--- src/rtl/cpe_pkg.sv ---
// Types, constants and code tables of the packed character encoder.
`timescale 1ns / 1ps

package cpe_pkg;

	// Encoding modes held in the mode register.
	typedef enum logic [1:0] {
		MODE_NIB    = 2'd0,
		MODE_SIX    = 2'd1,
		MODE_RAW    = 2'd2,
		MODE_VARINT = 2'd3
	} mode_t;

	// Table entry that marks a character without a four-bit code.
	localparam logic [7:0] NIB_NONE = 8'hFF;
	localparam logic [15:0] NIB_FIRST = 16'd97;
	localparam logic [15:0] NIB_LAST = 16'd119;
	localparam int NIB_DEPTH = 23;

	// Four-bit codes for the lower-case letters a through w.
	localparam logic [7:0] NIB_TABLE [0:NIB_DEPTH-1] = '{
		8'd2, NIB_NONE, 8'd11, 8'd9, 8'd0, 8'd15, NIB_NONE, 8'd7, 8'd4,
		NIB_NONE, NIB_NONE, 8'd10, 8'd13, 8'd5, 8'd3, NIB_NONE, NIB_NONE,
		8'd8, 8'd6, 8'd1, 8'd12, NIB_NONE, 8'd14
	};

	// Varint byte fields.
	localparam logic [7:0] DATA_BITS = 8'b0111_1111;
	localparam logic [7:0] MORE_BIT = 8'b1000_0000;

	// A code lookup: hit is low when the character has no code.
	typedef struct packed {
		logic       hit;
		logic [5:0] code;
	} code_t;

	// Pending group state carried from one character to the next.
	typedef struct packed {
		logic [17:0] codes;
		logic [1:0]  count;
		logic        err;
	} grp_t;

	// Bytes produced by one character, first byte in entry 0.
	typedef struct packed {
		logic [1:0]      cnt;
		logic [2:0][7:0] bytes;
		logic            last;
		logic            bad;
	} res_t;

	// Four-bit table lookup.
	function automatic code_t nib_lookup(input logic [15:0] c);
		code_t      r;
		logic [4:0] idx;
		logic [7:0] e;
		idx = 5'(c - NIB_FIRST);
		e = NIB_NONE;
		if (c >= NIB_FIRST && c <= NIB_LAST) begin
			e = NIB_TABLE[idx];
		end
		r.hit = (e != NIB_NONE);
		r.code = r.hit ? {2'b00, e[3:0]} : 6'd0;
		return r;
	endfunction

	// Six-bit table lookup: letters by offset, punctuation by list.
	function automatic code_t six_lookup(input logic [15:0] c);
		code_t r;
		r.hit = 1'b1;
		r.code = 6'd0;
		if (c >= 16'd65 && c <= 16'd90) begin
			r.code = 6'(c - 16'd27);
		end else if (c >= 16'd97 && c <= 16'd122) begin
			r.code = 6'(c - 16'd85);
		end else begin
			case (c)
				16'd32: r.code = 6'd0;
				16'd46: r.code = 6'd1;
				16'd33: r.code = 6'd2;
				16'd63: r.code = 6'd3;
				16'd44: r.code = 6'd4;
				16'd39: r.code = 6'd5;
				16'd34: r.code = 6'd6;
				16'd59: r.code = 6'd7;
				16'd58: r.code = 6'd8;
				16'd10: r.code = 6'd9;
				16'd45: r.code = 6'd10;
				16'd95: r.code = 6'd11;
				default: r.hit = 1'b0;
			endcase
		end
		return r;
	endfunction

endpackage

--- src/rtl/cpe_encode.sv ---
// Combinational encoder: one character and the group state in, bytes and next state out.
`timescale 1ns / 1ps

module cpe_encode (
	input  cpe_pkg::mode_t mode,
	input  logic [15:0]    char_code,
	input  logic           last_char,
	input  cpe_pkg::grp_t  grp,
	output cpe_pkg::res_t  res,
	output cpe_pkg::grp_t  grp_next
);

	cpe_pkg::code_t nib;
	cpe_pkg::code_t six;
	logic [23:0]    grp_val;

	assign nib = cpe_pkg::nib_lookup(char_code);
	assign six = cpe_pkg::six_lookup(char_code);
	assign grp_val = {grp.codes, six.code};

	// Mode-dependent byte generation and group update.
	always_comb begin
		res.cnt = 2'd0;
		res.bytes = '0;
		res.last = last_char;
		grp_next = grp;
		case (mode)
			cpe_pkg::MODE_NIB: begin
				if (!nib.hit) begin
					grp_next.err = 1'b1;
				end
				if (grp.count != 2'd0) begin
					res.cnt = 2'd1;
					res.bytes[0] = {grp.codes[3:0], nib.code[3:0]};
					grp_next.codes = '0;
					grp_next.count = 2'd0;
				end else if (last_char) begin
					res.cnt = 2'd1;
					res.bytes[0] = {nib.code[3:0], 4'd0};
				end else begin
					grp_next.codes = {14'd0, nib.code[3:0]};
					grp_next.count = 2'd1;
				end
			end
			cpe_pkg::MODE_SIX: begin
				if (!six.hit) begin
					grp_next.err = 1'b1;
				end
				if (grp.count == 2'd3 || (last_char && grp.count == 2'd2)) begin
					res.cnt = 2'd3;
					res.bytes[0] = grp_val[23:16];
					res.bytes[1] = grp_val[15:8];
					res.bytes[2] = grp_val[7:0];
					grp_next.codes = '0;
					grp_next.count = 2'd0;
				end else if (last_char && grp.count == 2'd1) begin
					res.cnt = 2'd2;
					res.bytes[0] = grp_val[15:8];
					res.bytes[1] = grp_val[7:0];
				end else if (last_char) begin
					res.cnt = 2'd1;
					res.bytes[0] = {2'b00, six.code};
				end else begin
					grp_next.codes = grp_val[17:0];
					grp_next.count = grp.count + 2'd1;
				end
			end
			cpe_pkg::MODE_RAW: begin
				res.cnt = 2'd1;
				res.bytes[0] = char_code[7:0];
			end
			default: begin
				// Varint: one, two or three 7-bit groups, low group first.
				if (char_code[15:7] == 9'd0) begin
					res.cnt = 2'd1;
					res.bytes[0] = char_code[7:0];
				end else if (char_code[15:14] == 2'd0) begin
					res.cnt = 2'd2;
					res.bytes[0] = (char_code[7:0] & cpe_pkg::DATA_BITS) | cpe_pkg::MORE_BIT;
					res.bytes[1] = {1'b0, char_code[13:7]};
				end else begin
					res.cnt = 2'd3;
					res.bytes[0] = (char_code[7:0] & cpe_pkg::DATA_BITS) | cpe_pkg::MORE_BIT;
					res.bytes[1] = {1'b1, char_code[13:7]};
					res.bytes[2] = {6'd0, char_code[15:14]};
				end
			end
		endcase
		res.bad = grp_next.err;
		// The end of a string clears the whole group state.
		if (last_char) begin
			grp_next = '0;
		end
	end

endmodule

--- src/rtl/cpe_out_buf.sv ---
// Result register that hands out the bytes of one character, one per transaction.
`timescale 1ns / 1ps

module cpe_out_buf (
	input  logic          clk,
	input  logic          arst_n,
	input  logic          load,
	input  cpe_pkg::res_t res,
	output logic          free,
	output logic          out_valid,
	input  logic          out_ready,
	output logic [7:0]    out_byte,
	output logic          last_byte,
	output logic          bad_char
);

	logic [1:0]      cnt_s2;
	logic [2:0][7:0] bytes_s2;
	logic            last_s2;
	logic            bad_s2;
	logic            take;

	assign out_valid = (cnt_s2 != 2'd0);
	assign take = out_valid && out_ready;
	assign free = (cnt_s2 == 2'd0) || (cnt_s2 == 2'd1 && out_ready);
	assign out_byte = bytes_s2[0];
	assign last_byte = last_s2 && (cnt_s2 == 2'd1);
	assign bad_char = bad_s2;

	// Remaining byte count.
	always_ff @(posedge clk or negedge arst_n) begin
		if (!arst_n) begin
			cnt_s2 <= 2'd0;
		end else if (load) begin
			cnt_s2 <= res.cnt;
		end else if (take) begin
			cnt_s2 <= cnt_s2 - 2'd1;
		end
	end

	// Byte payload shifts toward entry 0 as bytes leave.
	always_ff @(posedge clk) begin
		if (load) begin
			bytes_s2 <= res.bytes;
			last_s2 <= res.last;
			bad_s2 <= res.bad;
		end else if (take) begin
			bytes_s2 <= {8'd0, bytes_s2[2], bytes_s2[1]};
		end
	end

endmodule

--- src/rtl/charset_pack_encoder.sv ---
// Top level of the packed character encoder.
`timescale 1ns / 1ps

// Takes one 16-bit character per input transaction and emits its encoded bytes,
// one per output transaction, in four-bit pack, six-bit pack, raw or varint mode.
// A character is held in an input register, encoded combinationally against the
// pending group state, and its bytes land in a result register, from which the
// first byte is offered. A character that only extends a pending group gives no
// output transaction. A character gives up to three bytes, and the output
// moves one byte per cycle while out_ready is high; characters of one byte or
// none then also flow one per cycle.
// Write encoding_mode only while no character is in flight; a write drops any
// pending codes and keeps the sticky error flag.

module charset_pack_encoder (
	input  logic        clk,
	input  logic        arst_n,
	input  logic        cfg_valid,
	output logic        cfg_ready,
	input  logic [1:0]  encoding_mode,
	input  logic        in_valid,
	output logic        in_ready,
	input  logic [15:0] char_code,
	input  logic        last_char,
	output logic        out_valid,
	input  logic        out_ready,
	output logic [7:0]  out_byte,
	output logic        last_byte,
	output logic        bad_char
);

	cpe_pkg::mode_t mode_q;
	cpe_pkg::grp_t  grp_q;
	cpe_pkg::grp_t  grp_next;
	cpe_pkg::res_t  res;
	logic           valid_s1;
	logic [15:0]    char_s1;
	logic           last_s1;
	logic           buf_free;
	logic           fire;

	assign cfg_ready = 1'b1;
	assign fire = valid_s1 && buf_free;
	assign in_ready = !valid_s1 || fire;

	// Input register valid flag.
	always_ff @(posedge clk or negedge arst_n) begin
		if (!arst_n) begin
			valid_s1 <= 1'b0;
		end else if (in_ready) begin
			valid_s1 <= in_valid;
		end
	end

	// Input register payload.
	always_ff @(posedge clk) begin
		if (in_valid && in_ready) begin
			char_s1 <= char_code;
			last_s1 <= last_char;
		end
	end

	// Mode register and group state; a configuration transaction drops pending codes.
	always_ff @(posedge clk or negedge arst_n) begin
		if (!arst_n) begin
			mode_q <= cpe_pkg::MODE_NIB;
			grp_q <= '0;
		end else if (cfg_valid) begin
			mode_q <= cpe_pkg::mode_t'(encoding_mode);
			grp_q.codes <= '0;
			grp_q.count <= 2'd0;
		end else if (fire) begin
			grp_q <= grp_next;
		end
	end

	cpe_encode u_encode (
		.mode      (mode_q),
		.char_code (char_s1),
		.last_char (last_s1),
		.grp       (grp_q),
		.res       (res),
		.grp_next  (grp_next)
	);

	cpe_out_buf u_out_buf (
		.clk       (clk),
		.arst_n    (arst_n),
		.load      (fire),
		.res       (res),
		.free      (buf_free),
		.out_valid (out_valid),
		.out_ready (out_ready),
		.out_byte  (out_byte),
		.last_byte (last_byte),
		.bad_char  (bad_char)
	);

endmodule

--- config.mk ---
export PLATFORM = sky130hd
export DESIGN_NAME = charset_pack_encoder
export DESIGN_NICKNAME = d
export VERILOG_FILES = /design/src/rtl/cpe_pkg.sv /design/src/rtl/cpe_encode.sv /design/src/rtl/cpe_out_buf.sv /design/src/rtl/charset_pack_encoder.sv
export SDC_FILE = /design/constraint.sdc
export NUM_CORES = 1
export LEC_CHECK = 0
export ABC_AREA = 1
export BUFFER_PORTS_ARGS = -buffer_cell sky130_fd_sc_hd__buf_4
export CORE_ASPECT_RATIO = 0.5
export CORE_MARGIN = 2
export CORE_UTILIZATION = 55
export CTS_CLUSTER_SIZE = 20
export DETAILED_ROUTE_END_ITERATION = 8
export GPL_TIMING_DRIVEN = 0
export PLACE_DENSITY = 0.73
export SYNTH_ARGS = -nofsm -noshare
export SYNTH_HDL_FRONTEND = slang
export SYNTH_SLANG_ARGS = --single-unit
export TNS_END_PERCENT = 50
--- constraint.sdc ---
create_clock -name clk -period 3.6 [get_ports clk]
set_input_delay 0.54 -clock clk [delete_from_list [all_inputs] [get_ports clk]]
set_output_delay 0.54 -clock clk [all_outputs]
set_load 0.05 [all_outputs]
# Word level (Yosys, flattened, before mapping)
# Memory sizes are Yosys's and may differ from the RTL's.
# Cells that the tools add are included.
op_classes:
  addsub: 5
  order_cmp: 6
  eq_ne: 20
  mux: 45
  n_bitwise: 2
  reduce_logical: 27
op_table:
  columns: ["cell", "count"]
  rows:
  - ["$eq A16 B6 Y1 const B", 10]
  - ["$mux W20", 6]
  - ["$mux W8", 9]
  - ["$le A16 B7 Y1 const B", 3]
  - ["$mux W16", 3]
  - ["$mux W24", 2]
  - ["$pmux W4 S11", 1]
  - ["$mux W21", 2]
  - ["$pmux W21 S2", 1]
  - ["$ge A16 B7 Y1 const B", 2]
  - ["$pmux W16 S2", 1]
  - ["$pmux W8 S3", 1]
  - ["$mux W6", 3]
  - ["$eq A16 B4 Y1 const B", 1]
  - ["$eq A16 B7 Y1 const B", 1]
  - ["$mux W2", 7]
  - ["$reduce_or A12 Y1", 1]
  - ["$sub A6 B5 Y6 const B", 2]
  - ["$logic_and A1 B1 Y1", 10]
  - ["$logic_not A9 Y1", 1]
  - ["$ne A8 B8 Y1 const B", 1]
  - ["$reduce_bool A2 Y1", 4]
  - ["$mux W1", 7]
  - ["$eq A2 B1 Y1 const B", 3]
  - ["17 further kinds", 23]
word_totals:
  register_bits: 69
  mem_bits_ro: 256
  in_bits: 24
  output_inout_bits: 13
  word_cells: 119
  n_memories: 1
mem_list:
  columns: ["name", "depth", "word_bits", "read_ports", "rd_clocked_by_memory_dff", "wr", "line", "rtl"]
  rows:
  - ["(no name shown)", 32, 8, 1, 0, 0, "cpe_pkg.sv:60", "e = NIB_TABLE[idx];"]

# Longest topological paths before layout
# Gate-level depths: netlist of the first run.
depth:
  word_depth: 14
  ltp_mapped: 21
  mapped_depth_nobuf: 20

# By module
# From an unflattened synthesis of the first run, not the netlist that was laid out.
hier_totals:
  cells_unflattened: 770
  hier_area_um2: 5557.8
by_module_without_submodules:
  columns: ["module", "instances", "cells_per_inst", "area_each_um2", "seq_area_each_um2"]
  rows:
  - ["cpe_encode", 1, 512, 2643.8, 0.0]
  - ["charset_pack_encoder", 1, 132, 1636.6, 1111.1]
  - ["cpe_out_buf", 1, 126, 1277.5, 830.8]

# Least setup slack after synthesis of the first run
# No wires, ideal clock.
synth_timing:
  path_type: "reg-to-reg"
  startpoint: "register u_out_buf.cnt_s2[0]"
  endpoint: "register u_out_buf.cnt_s2[0]"
  setup_time_ns: 0.115
  arrival_time_ns: 3.159
  required_time_ns: 3.485
  slack_ns: 0.326
  path_stages_with_launch: 7
  n_path_buf: 0
  period_less_slack_ns: 3.274
  cell_sequence: "dfrtp_1 > inv_1 > ha_1 > inv_1 > o21ai_0 > o211ai_1 > o21ai_0"
synth_via:
  word_cells_on_any_way: 11
  cone_classes: "add/sub (1); eq/ne (1); mux (2); reduce/logical (7)"
synth_lines:
  columns: ["item", "line", "rtl"]
  rows:
  - ["start: declaration", "cpe_out_buf.sv:17", "logic [1:0] cnt_s2;"]
  - ["start signal: assignment", "cpe_out_buf.sv:35", "cnt_s2 <= res.cnt;"]
  - ["start signal: assignment", "cpe_out_buf.sv:37", "cnt_s2 <= cnt_s2 - 2'd1;"]
  - ["$reduce_bool A2 Y1", "cpe_out_buf.sv:23", "assign out_valid = (cnt_s2 != 2'd0);"]
  - ["via out_valid", "charset_pack_encoder.sv:25", "output logic out_valid,"]
  - ["$logic_and A1 B1 Y1", "cpe_out_buf.sv:24", "assign take = out_valid && out_ready;"]
  - ["$reduce_bool A2 Y1 (no source line)", null, null]
# The timed path passes the listed nets, and every way through them passes these cells. The select of a mux whose other input is x is not followed.
# A chain may end at the register's enable or synchronous reset.

# Worst setup path in the final report of the first run
layout_timing:
  startpoint: "register char_s1[1]"
  endpoint: "register u_out_buf.bytes_s2, in the netlist u_out_buf.out_byte[0] (data pin)"
layout_via:
  elab_chain_cells: 11
  word_cells_on_any_way: 36
  cone_classes: "add/sub (1); order compare (5); eq/ne (12); mux (13); bitwise (1); reduce/logical (3); memory (1)"
layout_lines:
  columns: ["item", "line", "rtl"]
  rows:
  - ["start: declaration", "charset_pack_encoder.sv:37", "logic [15:0] char_s1;"]
  - ["start signal: assignment", "charset_pack_encoder.sv:58", "char_s1 <= char_code;"]
  - ["$sub A5 B1 Y5", "cpe_pkg.sv:57", "idx = 5'(c - NIB_FIRST);"]
  - ["$not A5 Y6 (not written as such)", "cpe_pkg.sv:60", null]
  - ["$mem_v2 Z32 W8", null, null]
  - ["$mux W8 (not written as such) (2 in a row)", "cpe_pkg.sv:60", null]
  - ["$mux W8", "cpe_pkg.sv:59", "if (c >= NIB_FIRST && c <= NIB_LAST) begin"]
  - ["$ne A8 B8 Y1", "cpe_pkg.sv:62", "r.hit = (e != NIB_NONE);"]
  - ["$mux W4", "cpe_pkg.sv:63", "r.code = r.hit ? {2'b00, e[3:0]} : 6'd0;"]
  - ["$mux W8", "cpe_encode.sv:32", "if (grp.count != 2'd0) begin"]
  - ["$pmux W8 S3 (*)", "cpe_encode.sv:27", "case (mode)"]
  - ["$mux W24 (*)", "cpe_out_buf.sv:43", "if (load) begin"]
  - ["end signal: assignment", "cpe_out_buf.sv:44", "bytes_s2 <= res.bytes;"]
  - ["end signal: assignment", "cpe_out_buf.sv:48", "bytes_s2 <= {8'd0, bytes_s2[2], bytes_s2[1]};"]
  - ["end: declaration", "cpe_out_buf.sv:18", "logic [2:0][7:0] bytes_s2;"]
# Mark *: on every way between the ends. The rest lies on a longest branch, timed or not. The select of a mux whose other input is x is not followed.

==> results of run 1 <==
==> power by group <==
group / switching [mW] / internal (mW) / total (mW)
Combinational: 1.28 / 0.552 / 1.83
Sequential: 0.123 / 1.19 / 1.32
Clock: 0.383 / 0.557 / 0.940
==> Yosys cell counts, drive strengths merged <==
master   count  area, um^2
nand4        6        37.5
nor3        14        75.1
o22ai        4        25.0
nand3       62         330
o21a         2        15.0
o2111ai      2        23.8
o21bai       1        7.51
o21ai       40         208
dfrtp       26         651
or2          5        31.3
buf         19         139
edfxtp      43        1290
ha          15         188
a21oi       52         264
a21boi       1        7.51
a2111oi      1        8.76
nor2        74         313
nand2      178         698
xor2         2        17.5
a22oi        3        22.5
a32o         1        10.0
clkbuf       7        26.3
a211oi       6        50.1
inv         78         298
conb         1        3.75
nand3b       1        7.51
o211ai       1        7.51
a31oi        4        25.0
o221ai       1        8.76
a221oi       2        17.5
==> sequential cells by signal (all words and copies together) (netlist names) <==
| register | count |
|---|---|
| u_out_buf.cnt_s2 | 2 |
| u_out_buf.bad_char | 1 |
| mode_q | 2 |
| u_out_buf.bytes_s2 | 16 |
| valid_s1 | 1 |
| char_s1 | 16 |
| u_out_buf.out_byte | 8 |
| grp_q | 21 |
| last_s1 | 1 |
| u_out_buf.last_s2 | 1 |
==> layer usage <==
metal / part of all wire (%) / track usage (%) / up-vias
li1: - / - / 2265
met1: 44 / 46.4 / 2223
met2: 43 / 47.9 / 267
met3: 12 / 9.51 / 19
met4: 1.3 / 5.79 / 0
met5: 0 / 0 / -
==> cell type report <==
| class | instances | share of cell area (%) |
|---|---|---|
| multi-input cells | 479 | 43.3 |
| flip-flops and latches | 69 | 35.0 |
| inverters | 78 | 5.37 |
| repair buffers | 36 | 5.00 |
| clock buffers | 9 | 4.06 |
| plain buffers | 26 | 2.98 |
| well taps | 117 | 2.64 |
| clock inverters | 7 | 1.62 |
==> worst paths after layout <==
path / startpoint / end / slack, ps
worst min-delay path: arst_n / u_out_buf.cnt_s2[0]$_DFFE_PN0P_ / 90
worst max-delay path: char_s1[1]$_DFFE_PP_ / u_out_buf.out_byte[0]$_DFFE_PP_ / 740
min in group clk: last_char / last_s1$_DFFE_PP_ / 370
max in group asynchronous: arst_n / mode_q[0]$_DFFE_PN0P_ / 3260
worst min register to register: grp_q[13]$_DFFE_PN0P_ / grp_q[19]$_DFFE_PN0P_ / 490
worst max register to register: char_s1[1]$_DFFE_PP_ / u_out_buf.out_byte[0]$_DFFE_PP_ / 740
==> kinds of logic after synthesis <==
| family | Yosys count | synth area share [%] |
|---|---|---|
| AO/OA/AOI/OAI | 121 | 14.6 |
| XOR/XNOR | 2 | 0.364 |
| buffers and inverters | 104 | 9.63 |
| flip-flops | 69 | 40.4 |
| AND/OR/NAND/NOR | 340 | 31.1 |
| adder cells (fa/ha/maj) | 15 | 3.90 |
| other | 1 | 0.0780 |
==> per-stage QoR <==
step	power (mW)	worst slack, ps
after floorplan	2.59	326
after global placement	3.08	-470
after detailed placement	3.14	789
after CTS	4.08	777
after global routing	4.32	461
final	4.09	739
==> worst max-delay path, cell delays in order, from the launching register on <==
cell	delay, ps
edfxtp_1	540
inv_1	240
ha_1	180
buf_2	210
inv_2	60
nand2_2	80
nand2_2	120
o21ai_0	200
nand2_1	70
nand2_1	60
nand2_1	60
nand2_2	130
nand2_2	100
nor2_4	130
nand2_4	100
nand3_1	100
nand3_1	70
o21ai_1	90
inv_1	50
==> impl_metrics.json, run 1 <==
{
  "viasPerCell": 5.81,
  "place_congestion": 1.00,
  "hold_viol": 0,
  "seq_area_frac_synth_pct": 40.4,
  "rsz0062_at_grt": "no",
  "clk_pin_slew_worst_paths_ps": 60,
  "cp.required_ps": 3690,
  "worst_r2r_path_depth": 18,
  "powerDensity_nw_per_um2": 737,
  "post_layout_nonfiller_instances": 821,
  "grt_pass1_wl_um": 22600,
  "wire_per_inst_um": 17.6,
  "syn_to_final_growth_pct": 15.5,
  "ys_seq_elements": 69,
  "final_layout_size_suffix_gt1_share_pct": 15.6,
  "ys_warn_count": 0,
  "skew_ps": 7.48,
  "synthCells": 652,
  "p_leak_nw": 2.56,
  "multiInputGateArea_um2": 2410,
  "final_area_um2": 5550,
  "post_cts_buffers": 0,
  "routed_wl_um": 14400,
  "netlist_area_um2": 4810,
  "placed_area_um2": 5240,
  "ir_drop_v": 0.000509,
  "yosysUniqueCellTypes": 46,
  "drv_slew": 0,
  "regArea_um2": 1940,
  "drc": 0,
  "run_status": "completed",
  "die_area_um2": 9550,
  "fp.dieH_um": 70.1,
  "relSlewSlack_pct": 51.3,
  "ioPinCount": 37,
  "layout_commonest_cell": "nand2_1",
  "antenna_found_initial": 0,
  "holdBufCountCts": 0,
  "maxCapViolCount": 0,
  "crit_fanout": 9,
  "overflow": 0,
  "cts.sinks": 69,
  "vias": 4774,
  "syn_nets": 691,
  "cts-root-buf": "clkbuf_16",
  "finalSetupViolCount": 0,
  "clk_latency_ps": 340,
  "cts_max_level": 3,
  "drtIter0Drc": 650,
  "numCtsBuffers": 9,
  "io_buffers": 35,
  "period_share_pct": 79.5,
  "num_rows": 24,
  "dr.pass1.iters": 6,
  "crit_type": "reg2reg",
  "endpoint_kind": "flop",
  "tns_ps": 0,
  "fin_nets": 738,
  "mostFrequentLayoutCells": "nand2_1 (168), inv_1 (69), nor2_1 (68), nand3_1 (58), a21oi_1 (51)",
  "diodes": 0,
  "grt_max_degree": 27,
  "drtAntennaViolNets": 0,
  "track_usage_pct": 32.0,
  "arrival_ps": 2950,
  "clockBufferDepth": 2,
  "syn_avg_cell_area_um2": 7.37,
  "hpwl_um": 11300,
  "cts_tree": "yes",
  "hp-class": "in2async",
  "dp_cells": 805,
  "fmax_mhz": 350,
  "post_cts_resize_count": 0,
  "dieWidth_um": 136,
  "grt_pass1_vias": 4251,
  "tightest_slew_ps": 730,
  "period_minus_slack_ps": 2860,
  "fin_util_pct": 64.6,
  "coreArea_um2": 8590,
  "start_kind": "flop",
  "start_util_pct": 56.0,
  "fillCellCount": 772,
  "hold_slack_ps": 94.0
}
Power figures use the tool's default switching activity.
==> run 2: changes to the inputs <==
--- a/config.mk
+++ b/config.mk
@@ -13,7 +13,7 @@
 export CTS_CLUSTER_SIZE = 20
 export DETAILED_ROUTE_END_ITERATION = 8
 export GPL_TIMING_DRIVEN = 0
-export PLACE_DENSITY = 0.73
+export PLACE_DENSITY = 0.76
 export SYNTH_ARGS = -nofsm -noshare
 export SYNTH_HDL_FRONTEND = slang
 export SYNTH_SLANG_ARGS = --single-unit
==> constraint.sdc (replaced) <==
create_clock -name clk -period 2.5 [get_ports clk]
set_input_delay 0.375 -clock clk [delete_from_list [all_inputs] [get_ports clk]]
set_output_delay 0.375 -clock clk [all_outputs]
set_load 0.05 [all_outputs]
==> run 2 against run 1 <==
The flow now finishes with violations (negative setup slack). Power up 50%. Maximum frequency up 12%. First-iteration DRC count down 12%. Clock-buffer cell count up 2. Sequential power up 44%. Non-clock buffer count up 26. Final area up 8.8%. Largest power group unchanged.
==> impl_metrics.json, run 2 (synthesized netlist as in run 1, its figures left out) <==
{
  "run_status": "complete, but fails checks",
  "violations": "negative setup slack",
  "dp_cells": 804,
  "mostFrequentLayoutCells": "nand2_1 (153), buf_4 (64), inv_1 (63), nor2_1 (62), nand3_1 (52)",
  "holdPathEnd": "char_s1[12]$_DFFE_PP_",
  "antenna_found_initial": 0,
  "drv_slew": 0,
  "final_area_um2": 6040,
  "placed_area_um2": 5220,
  "grt_max_degree": 29,
  "maxCapViolCount": 0,
  "hold_depth": 1,
  "fillCellCount": 693,
  "start_kind": "flop",
  "final_layout_size_suffix_gt1_share_pct": 24.1,
  "arrival_ps": 2810,
  "reg_top3": "grp_q: 21 flops, char_s1: 16 flops, u_out_buf.bytes_s2: 16 flops",
  "fp.dieH_um": 70.1,
  "hold_viol": 0,
  "track_usage_pct": 33.5,
  "worstPathCellList": "inv_2, ha_4, buf_8, inv_4, nand2_4, nand2_8, buf_4, o21ai_1, nand3_4, nand2_4, nor2_4, nand2_4, buf_12, nand3_1, nand2_1, nand2_1, o21ai_1",
  "dieWidth_um": 136,
  "rsz0062_at_grt": "yes",
  "pwr-share-seq_pct": 30.9,
  "fin_nets": 764,
  "worst_slack_ps": -53.0,
  "viasPerCell": 5.92,
  "path_buf_inv": 5,
  "cts-root-buf": "clkbuf_16",
  "routed_wl_um": 16100,
  "cp_slowest_cell": "edfxtp_1",
  "largest-register": "grp_q",
  "hpwl_um": 11500,
  "post_layout_nonfiller_instances": 847,
  "clk_latency_ps": 340,
  "critPathTopFamily": "simple AND/OR/NAND/NOR gates",
  "layout_commonest_cell": "nand2_1",
  "drtIter0Drc": 573,
  "r2r-start": "char_s1[1]$_DFFE_PP_",
  "period_share_pct": 102,
  "crit_type": "reg2reg",
  "power.net_switching_mw": 2.68,
  "combinationalPowerShare_pct": 48.7,
  "vias": 5016,
  "grt_pass1_wl_um": 23700,
  "p_leak_nw": 2.74,
  "cts_max_level": 3,
  "tightest_slew_ps": 845,
  "clk_pin_slew_worst_paths_ps": 60,
  "cts.sinks": 69,
  "dr.pass1.iters": 6,
  "crit_fanout": 8,
  "skew_ps": 7.23,
  "numCtsBuffers": 9,
  "overflow": 0,
  "die_area_um2": 9550,
  "clockBufferDepth": 2,
  "start_util_pct": 56.0,
  "max_stage_delay_ps": 490,
  "wire_per_inst_um": 19.1,
  "total_power_mw": 6.15,
  "num_rows": 24,
  "period_minus_slack_ps": 2550,
  "hp-start": "char_code[12]",
  "diodes": 0,
  "worst_r2r_path_depth": 17,
  "fmax_mhz": 392,
  "reg2reg_slack_ps": -50,
  "power.share.switching_pct": 43.6,
  "ir_drop_v": 0.000785,
  "hold_slack_ps": 212,
  "powerDensity_nw_per_um2": 1020,
  "finalSetupViolCount": 4,
  "syn_to_final_growth_pct": 25.7,
  "relSlewSlack_pct": 43.5,
  "cts_tree": "yes",
  "p_int_mw": 3.47,
  "dp_slack_ps": -358,
  "io_buffers": 35,
  "ioPinCount": 37,
  "drc": 0,
  "coreArea_um2": 8590,
  "drtAntennaViolNets": 0,
  "clkPwrFrac_pct": 20.4,
  "endpoint_kind": "flop",
  "r2r-end": "grp_q[3]$_DFFE_PN0P_",
  "largest_register_ffs": 21,
  "hp-class": "in2reg",
  "grt_pass1_vias": 4432,
  "cp_common_cell": "nand2_4",
  "cp.required_ps": 2750,
  "place_congestion": 0.986
}
==> run 2: changes by cell type in the layout (fill, tap and decap cells not counted), sizes merged <==
cell,previous run,this run
buf,55,79
clkinvlp,0,2
clkbuf,16,19
clkinv,1,3
dlygate4sd3,0,1
inv,83,77
==> run 2: how the worst max path moves through the flow <==
| stage | from | to | slack, ps | cells past startpoint |
|---|---|---|---|---|
| after floorplan | char_s1[0]$_DFFE_PP_ | u_out_buf.out_byte[2]$_DFFE_PP_ | 190 | 17 |
| after global placement | char_s1[0]$_DFFE_PP_ | u_out_buf.out_byte[6]$_DFFE_PP_ | -340 | 17 |
| after detailed placement | char_s1[1]$_DFFE_PP_ | u_out_buf.out_byte[6]$_DFFE_PP_ | -360 | 17 |
| after CTS | mode_q[0]$_DFFE_PN0P_ | u_out_buf.out_byte[6]$_DFFE_PP_ | 0.6 | 10 |
| after global routing | char_s1[1]$_DFFE_PP_ | grp_q[3]$_DFFE_PN0P_ | -110 | 17 |
| final | char_s1[1]$_DFFE_PP_ | grp_q[3]$_DFFE_PN0P_ | -50 | 17 |
==> run 2: area by class of cell <==
class	instances	area (um^2)	area share [%]
buffer	26	183	3.02
multi-input combinational	479	2670	44.2
clock inverter	5	50.0	0.829
sequential	69	1940	32.1
clock buffer	11	243	4.02
inverter	78	304	5.03
timing repair buffer	62	502	8.31
tap	117	146	2.42
==> run 2: repair_timing <==
| action | in CTS | in global routing |
|---|---|---|
| gates resized for setup | 9 | 66 |
| pin swaps | 0 | 13 |
| gates cloned | 0 | 1 |
| hold buffers | 1 | 0 |
| setup endpoints to repair | 21 | 38 |
| buffers inserted | 7 | 18 |
| endpoints found under the hold margin | 26 | 0 |
==> run 2: metal layers <==
layer / track usage [%] / share of wire (%) / vias up
met5: 0 / 0 / -
met4: 9.95 / 2.5 / 0
met3: 8.64 / 11 / 45
met2: 50.4 / 44 / 301
met1: 47.7 / 43 / 2354
li1: - / - / 2316
==> run 2: power groups by stage <==
stage / clock network [mW] / registers (mW) / logic [mW]
detailed placement: 0 / 1.92 / 2.57
finish: 1.25 / 1.90 / 3.00
floorplan: 0 / 1.87 / 1.85
CTS: 1.26 / 1.89 / 2.66
global route: 1.30 / 1.93 / 3.21
global placement: 0 / 1.91 / 2.52
==> run 2: per-stage QoR <==
| step | setup TNS (ps) | utilization, % |
|---|---|---|
| after detailed placement | -4260 | 60.8 |
| after floorplan | 0 | - |
| after global placement | -3710 | 60.8 |
| after CTS | 0 | 65.3 |
| after global routing | -577 | 70.3 |
| final | -81.0 | 70.3 |
==> run 2: worst register-to-register path, stage by stage, from the launching register on <==
cell and delay [ps]:
edfxtp_1 490, inv_2 170, ha_4 160, buf_8 130, inv_4 50, nand2_4 100
nand2_8 80, buf_4 140, o21ai_1 300, nand3_4 140, nand2_4 100, nor2_4 40
nand2_4 110, buf_12 120, nand3_1 60, nand2_1 110, nand2_1 70, o21ai_1 100
